## config.mk

```make
export PLATFORM = sky130hd
export DESIGN_NAME = asc_parser
export DESIGN_NICKNAME = d
export VERILOG_FILES = /design/src/hw/rtl/asc_pkg.sv /design/src/hw/rtl/asc_parser.sv
export SDC_FILE = /design/constraint.sdc
export NUM_CORES = 1
export LEC_CHECK = 0
export ABC_AREA = 1
export BUFFER_PORTS_ARGS = -buffer_cell sky130_fd_sc_hd__buf_4
export CORE_MARGIN = 4
export CORE_UTILIZATION = 52
export DETAILED_ROUTE_END_ITERATION = 10
export HOLD_SLACK_MARGIN = 0.08
export PLACE_DENSITY = 0.79
export SETUP_SLACK_MARGIN = 0.02
export SLEW_MARGIN = 0
export SYNTH_ARGS = -nofsm -noshare
export SYNTH_HDL_FRONTEND = slang
export SYNTH_SLANG_ARGS = --single-unit
```

## constraint.sdc

```tcl
create_clock -name clk -period 3.1 [get_ports clk]
set_input_delay 0.31 -clock clk [delete_from_list [all_inputs] [get_ports clk]]
set_output_delay 0.31 -clock clk [all_outputs]
set_load 0.05 [all_outputs]
```

## src/hw/rtl/asc_pkg.sv

```systemverilog
// Package with the shared types, codes and the flag lookup of the access string checker.
package asc_pkg;

  localparam int CharWidth  = 8;
  localparam int LevelWidth = 8;
  localparam int FlagsWidth = 36;
  localparam int AccWidth   = 9;
  localparam int ModeWidth  = 3;
  localparam int VerdWidth  = 2;
  localparam int CfgIdxWidth = 1;

  localparam logic [CfgIdxWidth-1:0] REG_USER_LEVEL = 1'b0;
  localparam logic [CfgIdxWidth-1:0] REG_USER_FLAGS = 1'b1;

  localparam logic [ModeWidth-1:0] MODE_TERM   = 3'd0;
  localparam logic [ModeWidth-1:0] MODE_SFIRST = 3'd1;
  localparam logic [ModeWidth-1:0] MODE_SMORE  = 3'd2;
  localparam logic [ModeWidth-1:0] MODE_FLAG   = 3'd3;
  localparam logic [ModeWidth-1:0] MODE_SKIP   = 3'd4;
  localparam logic [ModeWidth-1:0] MODE_DONE   = 3'd5;

  localparam logic [VerdWidth-1:0] VERD_UNDEC = 2'd0;
  localparam logic [VerdWidth-1:0] VERD_GRANT = 2'd1;
  localparam logic [VerdWidth-1:0] VERD_DENY  = 2'd2;
  localparam logic [VerdWidth-1:0] VERD_ERR   = 2'd3;

  localparam logic [AccWidth-1:0] LEVEL_SAT = 9'd256;

  localparam logic [CharWidth-1:0] CH_NUL   = 8'h00;
  localparam logic [CharWidth-1:0] CH_BAR   = 8'h7c;
  localparam logic [CharWidth-1:0] CH_S     = 8'h73;
  localparam logic [CharWidth-1:0] CH_F     = 8'h66;
  localparam logic [CharWidth-1:0] CH_ZERO  = 8'h30;
  localparam logic [CharWidth-1:0] CH_NINE  = 8'h39;
  localparam logic [CharWidth-1:0] CH_UA    = 8'h41;
  localparam logic [CharWidth-1:0] CH_UZ    = 8'h5a;
  localparam logic [CharWidth-1:0] CH_LA    = 8'h61;
  localparam logic [CharWidth-1:0] CH_LZ    = 8'h7a;
  localparam logic [CharWidth-1:0] DIGIT_FLAG_BASE = 8'd26;

  typedef struct packed {
    logic emit;
    logic granted;
    logic parse_error;
  } asc_result_t;

  // Returns whether the flag named by a letter or a digit is set.
  function automatic logic flag_hit(input logic [CharWidth-1:0] c,
                                    input logic [FlagsWidth-1:0] flags);
    logic [CharWidth-1:0] idx;
    logic known;
    idx = '0;
    known = 1'b0;
    if (c >= CH_UA && c <= CH_UZ) begin
      idx = c - CH_UA;
      known = 1'b1;
    end else if (c >= CH_LA && c <= CH_LZ) begin
      idx = c - CH_LA;
      known = 1'b1;
    end else if (c >= CH_ZERO && c <= CH_NINE) begin
      idx = c - CH_ZERO + DIGIT_FLAG_BASE;
      known = 1'b1;
    end
    return known && flags[idx[5:0]];
  endfunction

endpackage

```

## src/hw/rtl/asc_parser.sv

```systemverilog
// Parser state and per-byte next-state logic of the access string checker.
module asc_parser import asc_pkg::*; (
  input  logic                  clk,
  input  logic                  rst,
  input  logic                  advance,
  input  logic [CharWidth-1:0]  char_q,
  input  logic [LevelWidth-1:0] user_level,
  input  logic [FlagsWidth-1:0] user_flags,
  output asc_result_t           result
);

  logic [ModeWidth-1:0] parse_mode, parse_mode_next;
  logic [AccWidth-1:0]  level_accum, level_accum_next;
  logic [VerdWidth-1:0] verdict_held, verdict_held_next;
  logic [ModeWidth-1:0] eff_mode;
  logic                 digit;
  logic [3:0]           dval;
  logic [11:0]          acc_grown;
  logic                 emit_now;
  logic [VerdWidth-1:0] emit_verd;

  assign digit     = (char_q >= CH_ZERO) && (char_q <= CH_NINE);
  assign dval      = 4'(char_q - CH_ZERO);
  assign acc_grown = 12'(level_accum) * 12'd10 + 12'(dval);

  always_comb begin
    eff_mode = parse_mode;
    if (parse_mode == MODE_SMORE && !digit) begin
      eff_mode = ({1'b0, user_level} < level_accum) ? MODE_SKIP : MODE_TERM;
    end else if (parse_mode == MODE_FLAG &&
                 !(char_q != CH_NUL && flag_hit(char_q, user_flags))) begin
      eff_mode = MODE_SKIP;
    end
  end

  always_comb begin
    parse_mode_next   = eff_mode;
    level_accum_next  = level_accum;
    verdict_held_next = verdict_held;
    emit_now          = 1'b0;
    emit_verd         = VERD_UNDEC;
    case (eff_mode)
      MODE_DONE: begin
        if (char_q == CH_NUL) begin
          emit_now  = 1'b1;
          emit_verd = verdict_held;
        end
      end
      MODE_SFIRST: begin
        if (digit) begin
          level_accum_next = 9'(dval);
          parse_mode_next  = MODE_SMORE;
        end else if (char_q == CH_NUL) begin
          emit_now  = 1'b1;
          emit_verd = VERD_ERR;
        end else begin
          verdict_held_next = VERD_ERR;
          parse_mode_next   = MODE_DONE;
        end
      end
      MODE_SMORE: begin
        level_accum_next = (acc_grown > 12'(LEVEL_SAT)) ? LEVEL_SAT : acc_grown[AccWidth-1:0];
      end
      MODE_FLAG: begin
        parse_mode_next = MODE_TERM;
      end
      MODE_SKIP: begin
        if (char_q == CH_NUL) begin
          emit_now  = 1'b1;
          emit_verd = VERD_DENY;
        end else if (char_q == CH_BAR) begin
          parse_mode_next = MODE_TERM;
        end
      end
      default: begin
        if (char_q == CH_NUL) begin
          emit_now  = 1'b1;
          emit_verd = VERD_GRANT;
        end else if (char_q == CH_S) begin
          level_accum_next = '0;
          parse_mode_next  = MODE_SFIRST;
        end else if (char_q == CH_F) begin
          parse_mode_next = MODE_FLAG;
        end else if (char_q == CH_BAR) begin
          verdict_held_next = VERD_GRANT;
          parse_mode_next   = MODE_DONE;
        end else begin
          verdict_held_next = VERD_ERR;
          parse_mode_next   = MODE_DONE;
        end
      end
    endcase
    if (emit_now) begin
      parse_mode_next   = MODE_TERM;
      level_accum_next  = '0;
      verdict_held_next = VERD_UNDEC;
    end
  end

  assign result.emit        = emit_now;
  assign result.granted     = (emit_verd == VERD_GRANT);
  assign result.parse_error = (emit_verd == VERD_ERR);

  always_ff @(posedge clk) begin
    if (rst) begin
      parse_mode   <= MODE_TERM;
      level_accum  <= '0;
      verdict_held <= VERD_UNDEC;
    end else if (advance) begin
      parse_mode   <= parse_mode_next;
      level_accum  <= level_accum_next;
      verdict_held <= verdict_held_next;
    end
  end

endmodule

```

Yosys cells after proc, flatten, opt, wreduce, memory -nomap -nowiden
Cells that the tools add are included.
Storage, ports and cells
  output and inout port bits: 3
  register bits after elaboration: 14
  bits of input ports: 55
  logic and storage cells: 101
Operators by class
  eq/ne operators: 20
  multipliers: 1
  add/subtract/negate cells: 5
  multiplexer cells: 45
  reduce and logical (&&, ||, !) cells: 18
  $lt $le $gt $ge: 9
Operator list (count)
  2-to-1 mux 9 bit: 5
  2-to-1 mux 3 bit: 11
  case mux 9 bit (3 select lines): 1
  == test 8 x 7 -> 1 bit (second input constant): 3
  2-to-1 mux 6 bit: 4
  2-to-1 mux 2 bit: 11
  greater-or-equal comparator 8 x 7 -> 1 bit (second input constant): 2
  <= comparator 8 x 7 -> 1 bit (second input constant): 2
  adder 12 x 4 -> 12 bit: 1
  == test 3 x 2 -> 1 bit (second input constant): 4
  greater-than comparator 12 x 9 -> 1 bit (second input constant): 1
  case mux 3 bit (4 select lines): 1
  subtractor 6 bit (second input constant): 2
  multiplier 9 x 3 -> 11 bit (second input constant): 1
  less-than comparator 8 x 9 -> 1 bit: 1
  greater-or-equal comparator 8 x 6 -> 1 bit (second input constant): 1
  <= comparator 8 x 6 -> 1 bit (second input constant): 1
  zero test 8 bit: 1
  2-to-1 mux 1 bit: 8
  case mux 2 bit (4 select lines): 1
  nonzero test 8 bit: 1
  logical AND 1 bit: 7
  less-than comparator 6 x 7 -> 1 bit (second input constant): 1
  adder 6 x 5 -> 6 bit (second input constant): 1
  other kinds (20): 26

Logic depth before layout (Yosys ltp)
Gate-level depths: netlist of the first run.
  depth in word-level cells: 19
  depth in mapped cells: 33

Least setup slack after synthesis of the first run
OpenSTA, ideal clock, no wires.
  path type: input-to-output
  from: input port char_q[1]
  to: output port result[1] (netlist name)
  stages: 26
  path buffers: 3
  data arrival time: 3.514 ns
  setup slack: -0.724 ns
  path through: clkbuf_1 > inv_1 > ha_1 > clkbuf_1 > nor2_1 > nand2_1 > nand2_1 > nand2_1 > nand3_2 > nand3_2 > nand2_4 > buf_6 > nand2_1 > nand3_1 > nand3_1 > nand3_1 > nand2_1 > nand3_1 > nand2_2 > nand2_4 > o21ai_0 > nand2_1 > inv_1 > a21oi_1 > o21ai_0 > a21oi_1
RTL lines
  from (decl): RTL line asc_parser.sv:6  | input logic [CharWidth-1:0] char_q,
  to (decl): RTL line asc_parser.sv:9  | output asc_result_t result

==> results of run 1 <==
worst min path at each step:
| stage | cells past startpoint | to | from |
|---|---|---|---|
| after floorplan | 2 | verdict_held[0] | verdict_held[0] |
| after global placement | 2 | verdict_held[0] | verdict_held[0] |
| after detailed placement | 2 | verdict_held[0] | verdict_held[0] |
| after CTS | 2 | level_accum[3] | rst |
| after global routing | 2 | level_accum[3] | rst |
| final | 2 | level_accum[2] | rst |
registers in the layout, indices dropped and copies added, names as in the netlist:
signal        count
verdict_held      2
level_accum       9
parse_mode        3
synthesized netlist by cell type, drive strengths merged:
cell | n | area, sq um
a21oi | 35 | 197.7
a31oi | 1 | 6.260
a41o | 1 | 10.01
and2 | 2 | 12.51
buf | 8 | 62.55
clkbuf | 2 | 7.510
dfxtp | 14 | 280.3
fa | 2 | 40.04
ha | 37 | 462.9
inv | 71 | 266.5
nand2 | 140 | 600.6
nand3 | 70 | 390.4
nand3b | 4 | 30.03
nand4 | 6 | 37.54
nor2 | 45 | 178.9
nor3 | 7 | 35.03
nor4 | 2 | 12.51
o211a | 1 | 10.01
o211ai | 2 | 15.01
o21a | 2 | 15.01
o21ai | 22 | 113.9
o21bai | 3 | 22.52
or2 | 1 | 6.260
xnor2 | 3 | 26.28
xor2 | 11 | 96.34
power groups by stage:
stage	logic [W]	clock network, W	registers [W]
4_1_cts	0.000814	0.000180	0.000226
5_1_grt	0.00106	0.000194	0.000230
3_3_place_gp	0.000699	0	0.000228
6_report	0.000987	0.000187	0.000229
3_5_place_dp	0.000716	0	0.000229
2_1_floorplan	0.000461	0	0.000221
metal layers:
layer / wire, um / GRT usage (%) / vias to the layer above
met5: 0 / 0 / -
met1: 4800 / 33.91 / 1914
met4: 599 / 7.578 / 0
li1: - / - / 1911
met3: 1081 / 3.274 / 77
met2: 6082 / 52.04 / 276
kinds of logic (layout without fill, tap and decap cells):
| kind of cell | after synthesis | count (layout) | synth area share, % |
|---|---|---|---|
| buffers and inverters | 81 | 224 | 11.46 |
| adders and majority gates | 39 | 39 | 17.13 |
| xor gates and xnor gates | 14 | 14 | 4.176 |
| and+or+nand+nor | 277 | 279 | 44.40 |
| AOI/OAI and AO/OA | 67 | 69 | 13.29 |
| DFF | 14 | 14 | 9.544 |
cell usage in the layout, fill, tap and decap left out, types with 2 or more instances in the layout:
master      n
a21oi_1    19
a21oi_2    13
a21oi_4     4
and2_1      2
buf_12      4
buf_4     132
buf_6      12
clkbuf_8    4
dfxtp_1    10
dfxtp_2     3
ha_1       27
ha_4        9
inv_1      61
inv_2       7
nand2_1   107
nand2_2    16
nand2_4    15
nand2_8     4
nand3_1    39
nand3_2    25
nand3_4     6
nand3b_1    4
nand4_1     6
nor2_1     35
nor2_2      5
nor2_4      5
nor3_1      3
nor3_2      4
nor4_1      2
o211ai_1    2
o21a_1      2
o21ai_0    12
o21ai_1     5
o21ai_2     4
o21ai_4     2
o21bai_1    2
xnor2_1     2
xor2_1     10
through the flow:
stage,hold slack (ns),setup TNS (ns),power [W]
floorplan,0.4392,-0.2014,0.0006818
finish,0.3114,-3.389,0.001403
global placement,0.4598,-2.161,0.0009274
global route,0.3162,-6.388,0.001483
detailed placement,0.4748,-2.711,0.0009455
CTS,0.2951,-0.2061,0.001221
what timing repair did:
action | in CTS | in global routing
gates cloned | 4 | 0
endpoints found under the setup margin | 11 | 17
hold endpoints to repair | 0 | 0
gates resized for setup | 74 | 63
pin swaps | 45 | 57
setup buffers | 13 | 12
cell type report:
type,instances,share of cell area [%]
clock buffers,4,1.124
inverters,71,5.903
multi-input cells,401,60.31
flip-flops and latches,14,5.878
well taps,72,1.840
repair buffers,149,24.94
==> impl_metrics.json, run 1 <==
{
  "outcome": "finished, violations left",
  "violations": "setup timing",
  "cp_top_family": "simple AND/OR/NAND/NOR gates",
  "seq_area_frac_synth_pct": 9.544,
  "ant_nets": 0,
  "power_density_nw_per_um2": 286.6,
  "crit_start": "char_q[0]",
  "avgSynthCellArea_sq_um": 5.969,
  "numPlacedInstances": 678,
  "postRouteWirelength_mm": 12.56,
  "cp-endpoint": "result[1]",
  "power_switching_w": 0.0006472,
  "fin_worst_skew_ns": 0.009749,
  "reg2reg_depth": 20,
  "endpoint_kind": "output pin",
  "synthesis.nets": 586,
  "cell_internal_pwr_w": 0.0007562,
  "clkTransAtPathRegs_ns": 0.07,
  "critPathArrivalTime_ns": 3.24,
  "grt_first_pass_wirelength_mm": 16.66,
  "antenna_found_initial": 0,
  "clockRootBuffer": "clkbuf_8",
  "worst_pin_slew_ns": 0.4432,
  "r2r_start": "level_accum[3]",
  "setup_ws_ns": -0.4513,
  "min_period_ns": 3.551,
  "crit_cells": 23,
  "grt_pass1_vias": 3802,
  "yosysUniqueCellTypes": 38,
  "maxSlewHeadroom_pct": 70.14,
  "maxCapViolations": 0,
  "fmax_mhz": 281.6,
  "leakagePower_nw": 2.363,
  "fp.dieH_um": 83.15,
  "syn_area_sq_um": 2937,
  "ioPinCount": 58,
  "numPortBuffers": 57,
  "period_share_pct": 114.6,
  "hpwlAfterDp_mm": 7.155,
  "core_region_area_sq_um": 5507,
  "crit_path_start_kind": "input pin",
  "rsz0062_at_grt": "yes",
  "cts_hold_buf": 0,
  "grt.overflow.total": 0,
  "initial_utilization_pct": 53.33,
  "setup.worst_path.class": "input pin to output pin",
  "design_area_sq_um": 4896,
  "yosysWarnings": 0,
  "placed_cell_area_sq_um": 4019,
  "crit_chain": "buf_12, clkinv_8, buf_6, ha_4, nand3b_1, nand2_1, nand2_2, nand2_4, buf_4, buf_4, o211ai_1, o21a_1, inv_1, a21oi_2, nand2_2, nand2_4, a21oi_4, nand2_2, nand2_1, nor2_2, nand2_2, a21oi_4, buf_6",
  "drive_gt1_share_pct": 44.60,
  "clock_power_share_pct": 13.3,
  "multi_input_area_sq_um": 2953,
  "wl_per_cell_um": 17.67,
  "vias": 4178,
  "hp-class": "input pin to register",
  "clk_latency_ns": 0.25,
  "slew_viol_final": 0,
  "diodes": 0,
  "nets": 734,
  "area.sequential_sq_um": 287.8,
  "ir_drop_v": 0.0002491,
  "cp.buffers_inverters": 7,
  "drc_errors": 0,
  "seqPwrFrac_pct": 16.3,
  "first_iter_violations": 334,
  "fp.dieW_um": 83.15,
  "viasPerCell": 5.876,
  "grt_use_total_pct": 28.09,
  "syn_inst": 492,
  "switching_share_pct": 46.12,
  "synth_seq_cells": 14,
  "die_area_sq_um": 6914,
  "area_delta_synth_final_pct": 66.72,
  "num-fill-cells": 253,
  "r2r_setup_slack_ns": -0.23,
  "clockBufferDepth": 2,
  "cp_max_fo": 6,
  "power_frac_comb_pct": 70.3,
  "crit_path_frequent_cell": "nand2_2",
  "required_ns": 2.79,
  "stdcell_count": 711,
  "utilization_pct": 88.91,
  "grt_start_max_net_pins": 16,
  "place_ws_ns": -0.3853,
  "h-tree-depth": 1,
  "r2r_end": "level_accum[0]",
  "cts_buffers": 3,
  "critPathMaxStageDelay_ns": 0.25,
  "crit_slowest_cell": "o211ai_1",
  "first_pass_iters": 7,
  "clock_sinks": 14,
  "gp_congestion": 0.9429,
  "cts_tree": "yes",
  "setup_viol": 17,
  "num_rows": 27,
  "hold_viol": 0
}
No activity file was read; power rests on OpenSTA's default activity.
==> inputs of run 2 (changes only) <==
--- a/config.mk
+++ b/config.mk
@@ -11,6 +11,7 @@
 export CORE_UTILIZATION = 52
 export DETAILED_ROUTE_END_ITERATION = 10
 export HOLD_SLACK_MARGIN = 0.08
+export MAX_ROUTING_LAYER = met4
 export PLACE_DENSITY = 0.79
 export SETUP_SLACK_MARGIN = 0.02
 export SLEW_MARGIN = 0
==> run 2 against run 1 <==
The flow still finishes with violations (setup timing). Sequential power about the same. Largest cell class unchanged. Clock power increased by 6%. Fmax down 2.2%. Total power up 14%.
==> impl_metrics.json, run 2 (synthesized netlist as in run 1, its figures left out) <==
{
  "clkTransAtPathRegs_ns": 0.07,
  "setup.worst_path.class": "input pin to output pin",
  "min_to": "level_accum[3]",
  "cell_internal_pwr_w": 0.0008064,
  "place_ws_ns": -0.4527,
  "drc_errors": 0,
  "die_area_sq_um": 6914,
  "hold_depth": 2,
  "clock_sinks": 14,
  "hold_viol": 0,
  "cp.buffers_inverters": 6,
  "vias": 4907,
  "rsz0062_at_grt": "yes",
  "first_iter_violations": 785,
  "initial_utilization_pct": 53.33,
  "cts_hold_buf": 0,
  "fin_worst_skew_ns": 0.001309,
  "setup_ws_ns": -0.5304,
  "min_period_ns": 3.630,
  "r2r_end": "level_accum[5]",
  "period_share_pct": 117.1,
  "top_register": "level_accum",
  "hp-class": "input pin to register",
  "seqPwrFrac_pct": 14.4,
  "antenna_found_initial": 0,
  "crit_path_start_kind": "input pin",
  "total_power_w": 0.001599,
  "diodes": 0,
  "ir_drop_v": 0.0002303,
  "clockBufferDepth": 2,
  "setup_viol": 17,
  "fp.dieH_um": 83.15,
  "grt_use_total_pct": 30.21,
  "nets": 747,
  "cp_top_family": "simple AND/OR/NAND/NOR gates",
  "viasPerCell": 6.778,
  "clk_latency_ns": 0.26,
  "switching_share_pct": 49.57,
  "r2r_start": "level_accum[0]",
  "cts_buffers": 3,
  "numPlacedInstances": 685,
  "power_density_nw_per_um2": 308.2,
  "maxSlewHeadroom_pct": 62.13,
  "num_rows": 27,
  "met2_wirelength_mm": 7.528,
  "violations": "setup timing",
  "drive_gt1_share_pct": 49.85,
  "r2r_setup_slack_ns": -0.36,
  "clock_power_share_pct": 12.4,
  "h-tree-depth": 1,
  "num-fill-cells": 171,
  "leakagePower_nw": 2.482,
  "grt_first_pass_wirelength_mm": 17.11,
  "required_ns": 2.79,
  "cp_max_fo": 6,
  "power_switching_w": 0.0007926,
  "wl_per_cell_um": 23.14,
  "power_frac_comb_pct": 73.2,
  "clockRootBuffer": "clkbuf_8",
  "grt_start_max_net_pins": 16,
  "grt.overflow.total": 0,
  "ant_nets": 0,
  "maxCapViolations": 0,
  "postRouteWirelength_mm": 16.75,
  "routed.top_layer": "met4",
  "fp.dieW_um": 83.15,
  "core_region_area_sq_um": 5507,
  "area_delta_synth_final_pct": 76.65,
  "stdcell_count": 724,
  "fmax_mhz": 275.5,
  "wl_met1_mm": 5.506,
  "placed_cell_area_sq_um": 4059,
  "endpoint_kind": "output pin",
  "crit_slowest_cell": "o21ai_2",
  "numPortBuffers": 57,
  "worst_pin_slew_ns": 0.5660,
  "reg.largest.list": "level_accum (9), parse_mode (3), verdict_held (2)",
  "largest_reg_flops": 9,
  "gp_congestion": 0.9835,
  "critPathMaxStageDelay_ns": 0.24,
  "final_common_cell": "buf_4",
  "crit_cells": 27,
  "ioPinCount": 58,
  "hpwlAfterDp_mm": 7.340,
  "met3WireLength_mm": 2.064,
  "final_cell_mix": "138 x buf_4, 103 x nand2_1, 57 x inv_1",
  "design_area_sq_um": 5187,
  "fin_hold_ws_ns": 0.3144,
  "grt_pass1_vias": 3794,
  "reg2reg_depth": 17,
  "cts_tree": "yes",
  "first_pass_iters": 7,
  "critPathArrivalTime_ns": 3.32,
  "crit_start": "char_q[1]",
  "outcome": "finished, violations left",
  "slew_viol_final": 0,
  "worstHoldStart": "rst"
}
[run 2: layer usage]
layer	vias to the layer above	track usage, %
li1	1936	-
met1	2193	32.85
met3	224	4.960
met5	-	-
met2	554	55.25
met4	0	10.40
[run 2: cell type report]
cell class                 count  area (sq um)  area share (%)
multi-input combinational    403          3149           60.71
timing repair buffer         160          1309           25.23
inverter                      71         296.5           5.716
sequential                    14         287.8           5.548
tap                           72         90.09           1.737
clock buffer                   4         55.05           1.061
[run 2: what timing repair did]
item	4_1_cts	5_1_grt
pin swaps	46	45
endpoints found under the setup margin	11	17
resized for setup	67	125
gates cloned	5	1
buffers inserted	16	15
[run 2: worst max path at each step]
stage                      to  slack [ns]
finish              result[0]       -0.53
global route        result[0]       -0.65
CTS                 result[0]       -0.12
detailed placement  result[1]       -0.45
global placement    result[0]       -0.31
floorplan           result[0]       -0.13
[run 2: power groups by stage]
stage               Clock, W  Combinational (W)  Sequential, W
floorplan                  0           0.000461       0.000221
global placement           0           0.000712       0.000227
detailed placement         0           0.000727       0.000227
CTS                 0.000186           0.000816       0.000224
global route        0.000204            0.00122       0.000231
finish              0.000198            0.00117       0.000230
[run 2: metrics by stage]
step                utilization [%]  setup TNS (ns)
floorplan                         -         -0.2014
finish                        94.21          -7.096
CTS                           82.37         -0.2100
detailed placement            73.71          -4.373
global placement              73.71          -2.366
global route                  94.21          -8.552
==> inputs of run 3 (changes only) <==
--- a/config.mk
+++ b/config.mk
@@ -10,11 +10,12 @@
 export CORE_MARGIN = 4
 export CORE_UTILIZATION = 52
 export DETAILED_ROUTE_END_ITERATION = 10
+export GPL_TIMING_DRIVEN = 0
 export HOLD_SLACK_MARGIN = 0.08
 export MAX_ROUTING_LAYER = met4
 export PLACE_DENSITY = 0.79
 export SETUP_SLACK_MARGIN = 0.02
-export SLEW_MARGIN = 0
+export SLEW_MARGIN = 20
 export SYNTH_ARGS = -nofsm -noshare
 export SYNTH_HDL_FRONTEND = slang
 export SYNTH_SLANG_ARGS = --single-unit
==> run 3 against run 2 <==
The flow still finishes with violations (setup timing). Worst hold slack improved by 0.098 ns. Final cell count shrank 8.4%. Clock skew up 0.0028 ns. Core utilization fell by 13 points. Clock power down 23%. Critical path type unchanged. Critical endpoint is now result[1].
==> impl_metrics.json, run 3 (synthesized netlist as in run 1, its figures left out) <==
{
  "antenna_found_initial": 0,
  "core_region_area_sq_um": 5507,
  "final_cell_mix": "103 x nand2_1, 84 x buf_4, 59 x inv_1",
  "grt.overflow.total": 0,
  "ioPinCount": 58,
  "die_area_sq_um": 6914,
  "worst_pin_slew_ns": 0.7923,
  "fp.dieW_um": 83.15,
  "wl_per_cell_um": 14.95,
  "num-fill-cells": 396,
  "initial_utilization_pct": 53.33,
  "grt_use_total_pct": 27.26,
  "multi_input_area_sq_um": 2844,
  "clockRootBuffer": "clkbuf_8",
  "crit_path_frequent_cell": "nand2_1",
  "first_iter_violations": 234,
  "area_delta_synth_final_pct": 51.38,
  "ant_nets": 0,
  "critPathArrivalTime_ns": 3.22,
  "hpwlAfterDp_mm": 6.362,
  "clock_sinks": 14,
  "crit_slowest_cell": "buf_6",
  "fin_hold_ws_ns": 0.4122,
  "place_ws_ns": -0.7477,
  "setup.worst_path.class": "input pin to output pin",
  "stdcell_count": 663,
  "first_pass_iters": 6,
  "setup_viol": 15,
  "outcome": "finished, violations left",
  "violations": "setup timing",
  "final_common_cell": "nand2_1",
  "grt_start_max_net_pins": 13,
  "cts_buffers": 3,
  "grt_pass1_vias": 3594,
  "grt_first_pass_wirelength_mm": 15.81,
  "gp_congestion": 1.014,
  "clkTransAtPathRegs_ns": 0.06,
  "fmax_mhz": 283.2,
  "h-tree-depth": 1,
  "reg.largest.list": "level_accum (9), parse_mode (3), verdict_held (2)",
  "cts_tree": "yes",
  "numPlacedInstances": 620,
  "setup_ws_ns": -0.4308,
  "hp-class": "input pin to register",
  "fin_worst_skew_ns": 0.004107,
  "top_register": "level_accum",
  "fp.dieH_um": 83.15,
  "endpoint_kind": "output pin",
  "rsz0062_at_grt": "yes",
  "viasPerCell": 5.632,
  "diodes": 0,
  "drive_gt1_share_pct": 38.58,
  "maxSlewHeadroom_pct": 46.98,
  "maxCapViolations": 0,
  "postRouteWirelength_mm": 9.910,
  "clockBufferDepth": 2,
  "drc_errors": 0,
  "vias": 3734,
  "critPathMaxStageDelay_ns": 0.17,
  "clk_latency_ns": 0.25,
  "area.sequential_sq_um": 294.0,
  "ir_drop_v": 0.0001835,
  "required_ns": 2.79,
  "period_share_pct": 113.9,
  "total_power_w": 0.001213,
  "nets": 687,
  "crit_path_start_kind": "input pin",
  "hold_viol": 0,
  "num_rows": 27,
  "leakagePower_nw": 2.093,
  "power_density_nw_per_um2": 272.9,
  "min_period_ns": 3.531,
  "largest_reg_flops": 9,
  "slew_viol_final": 0,
  "cp_max_fo": 5,
  "numPortBuffers": 56
}
-- run 3: changes by cell type in the layout (fill, tap and decap cells not counted), moves of 7 or more --
cell / previous run / this run
buf_6: 18 / 11
a21oi_1: 14 / 22
o21ai_2: 14 / 7
nand3_1: 45 / 53
buf_4: 138 / 84
nand2_2: 16 / 23
-- run 3: final timing paths --
kind                                 startpoint              end  slack, ns  cells past startpoint
worst min register to register  verdict_held[1]  verdict_held[1]       0.47                      2
worst max register to register   level_accum[4]   level_accum[3]      -0.02                     16
worst max-delay path                  char_q[1]        result[1]      -0.43                     29
worst min-delay path                    advance   level_accum[2]       0.41                      4
-- run 3: per-stage QoR --
stage	area (sq um)	TNS, ns	util [%]
after floorplan	3089	-0.2014	-
after global placement	3600	-7.201	65.37
after detailed placement	3600	-8.260	65.37
after CTS	4209	-0.7347	76.44
after global routing	4446	-5.058	80.73
final	4446	-2.519	80.73
-- run 3: critical path, delay by kind of cell --
family,cells,cell delay [ns]
simple gates,18,1.58
buf+inv,7,0.82
compound gates,3,0.34
fa+ha+maj,1,0.16
-- run 3: timing repair --
item	in CTS	in global routing
pin swaps	36	45
resized for setup	89	39
hold buffers	0	0
buffers inserted	24	12
gates cloned	6	0
setup endpoints to repair	17	17
-- run 3: cell type report --
| cell class | count | share of cell area, % |
|---|---|---|
| Buffer | 8 | 1.858 |
| Clock buffer | 3 | 0.9288 |
| Inverter | 71 | 6.699 |
| Multi-Input combinational cell | 400 | 63.97 |
| Sequential cell | 14 | 6.614 |
| Tap cell | 72 | 2.026 |
| Timing Repair Buffer | 95 | 17.90 |
-- run 3: metal layers --
| metal | track usage, % | vias up | routed length (um) |
|---|---|---|---|
| met2 | 48.98 | 187 | 4984 |
| met3 | 2.282 | 25 | 693 |
| li1 | - | 1816 | - |
| met4 | 6.241 | 0 | 180 |
| met1 | 32.97 | 1706 | 4052 |
| met5 | - | - | 0 |
-- run 3: power breakdown --
part	internal, W	switching, W	total (W)
clock	0.0000862	0.0000666	0.000153
combinational	0.000353	0.000477	0.000830
sequential	0.000201	0.0000290	0.000230
total	0.000641	0.000573	0.00121
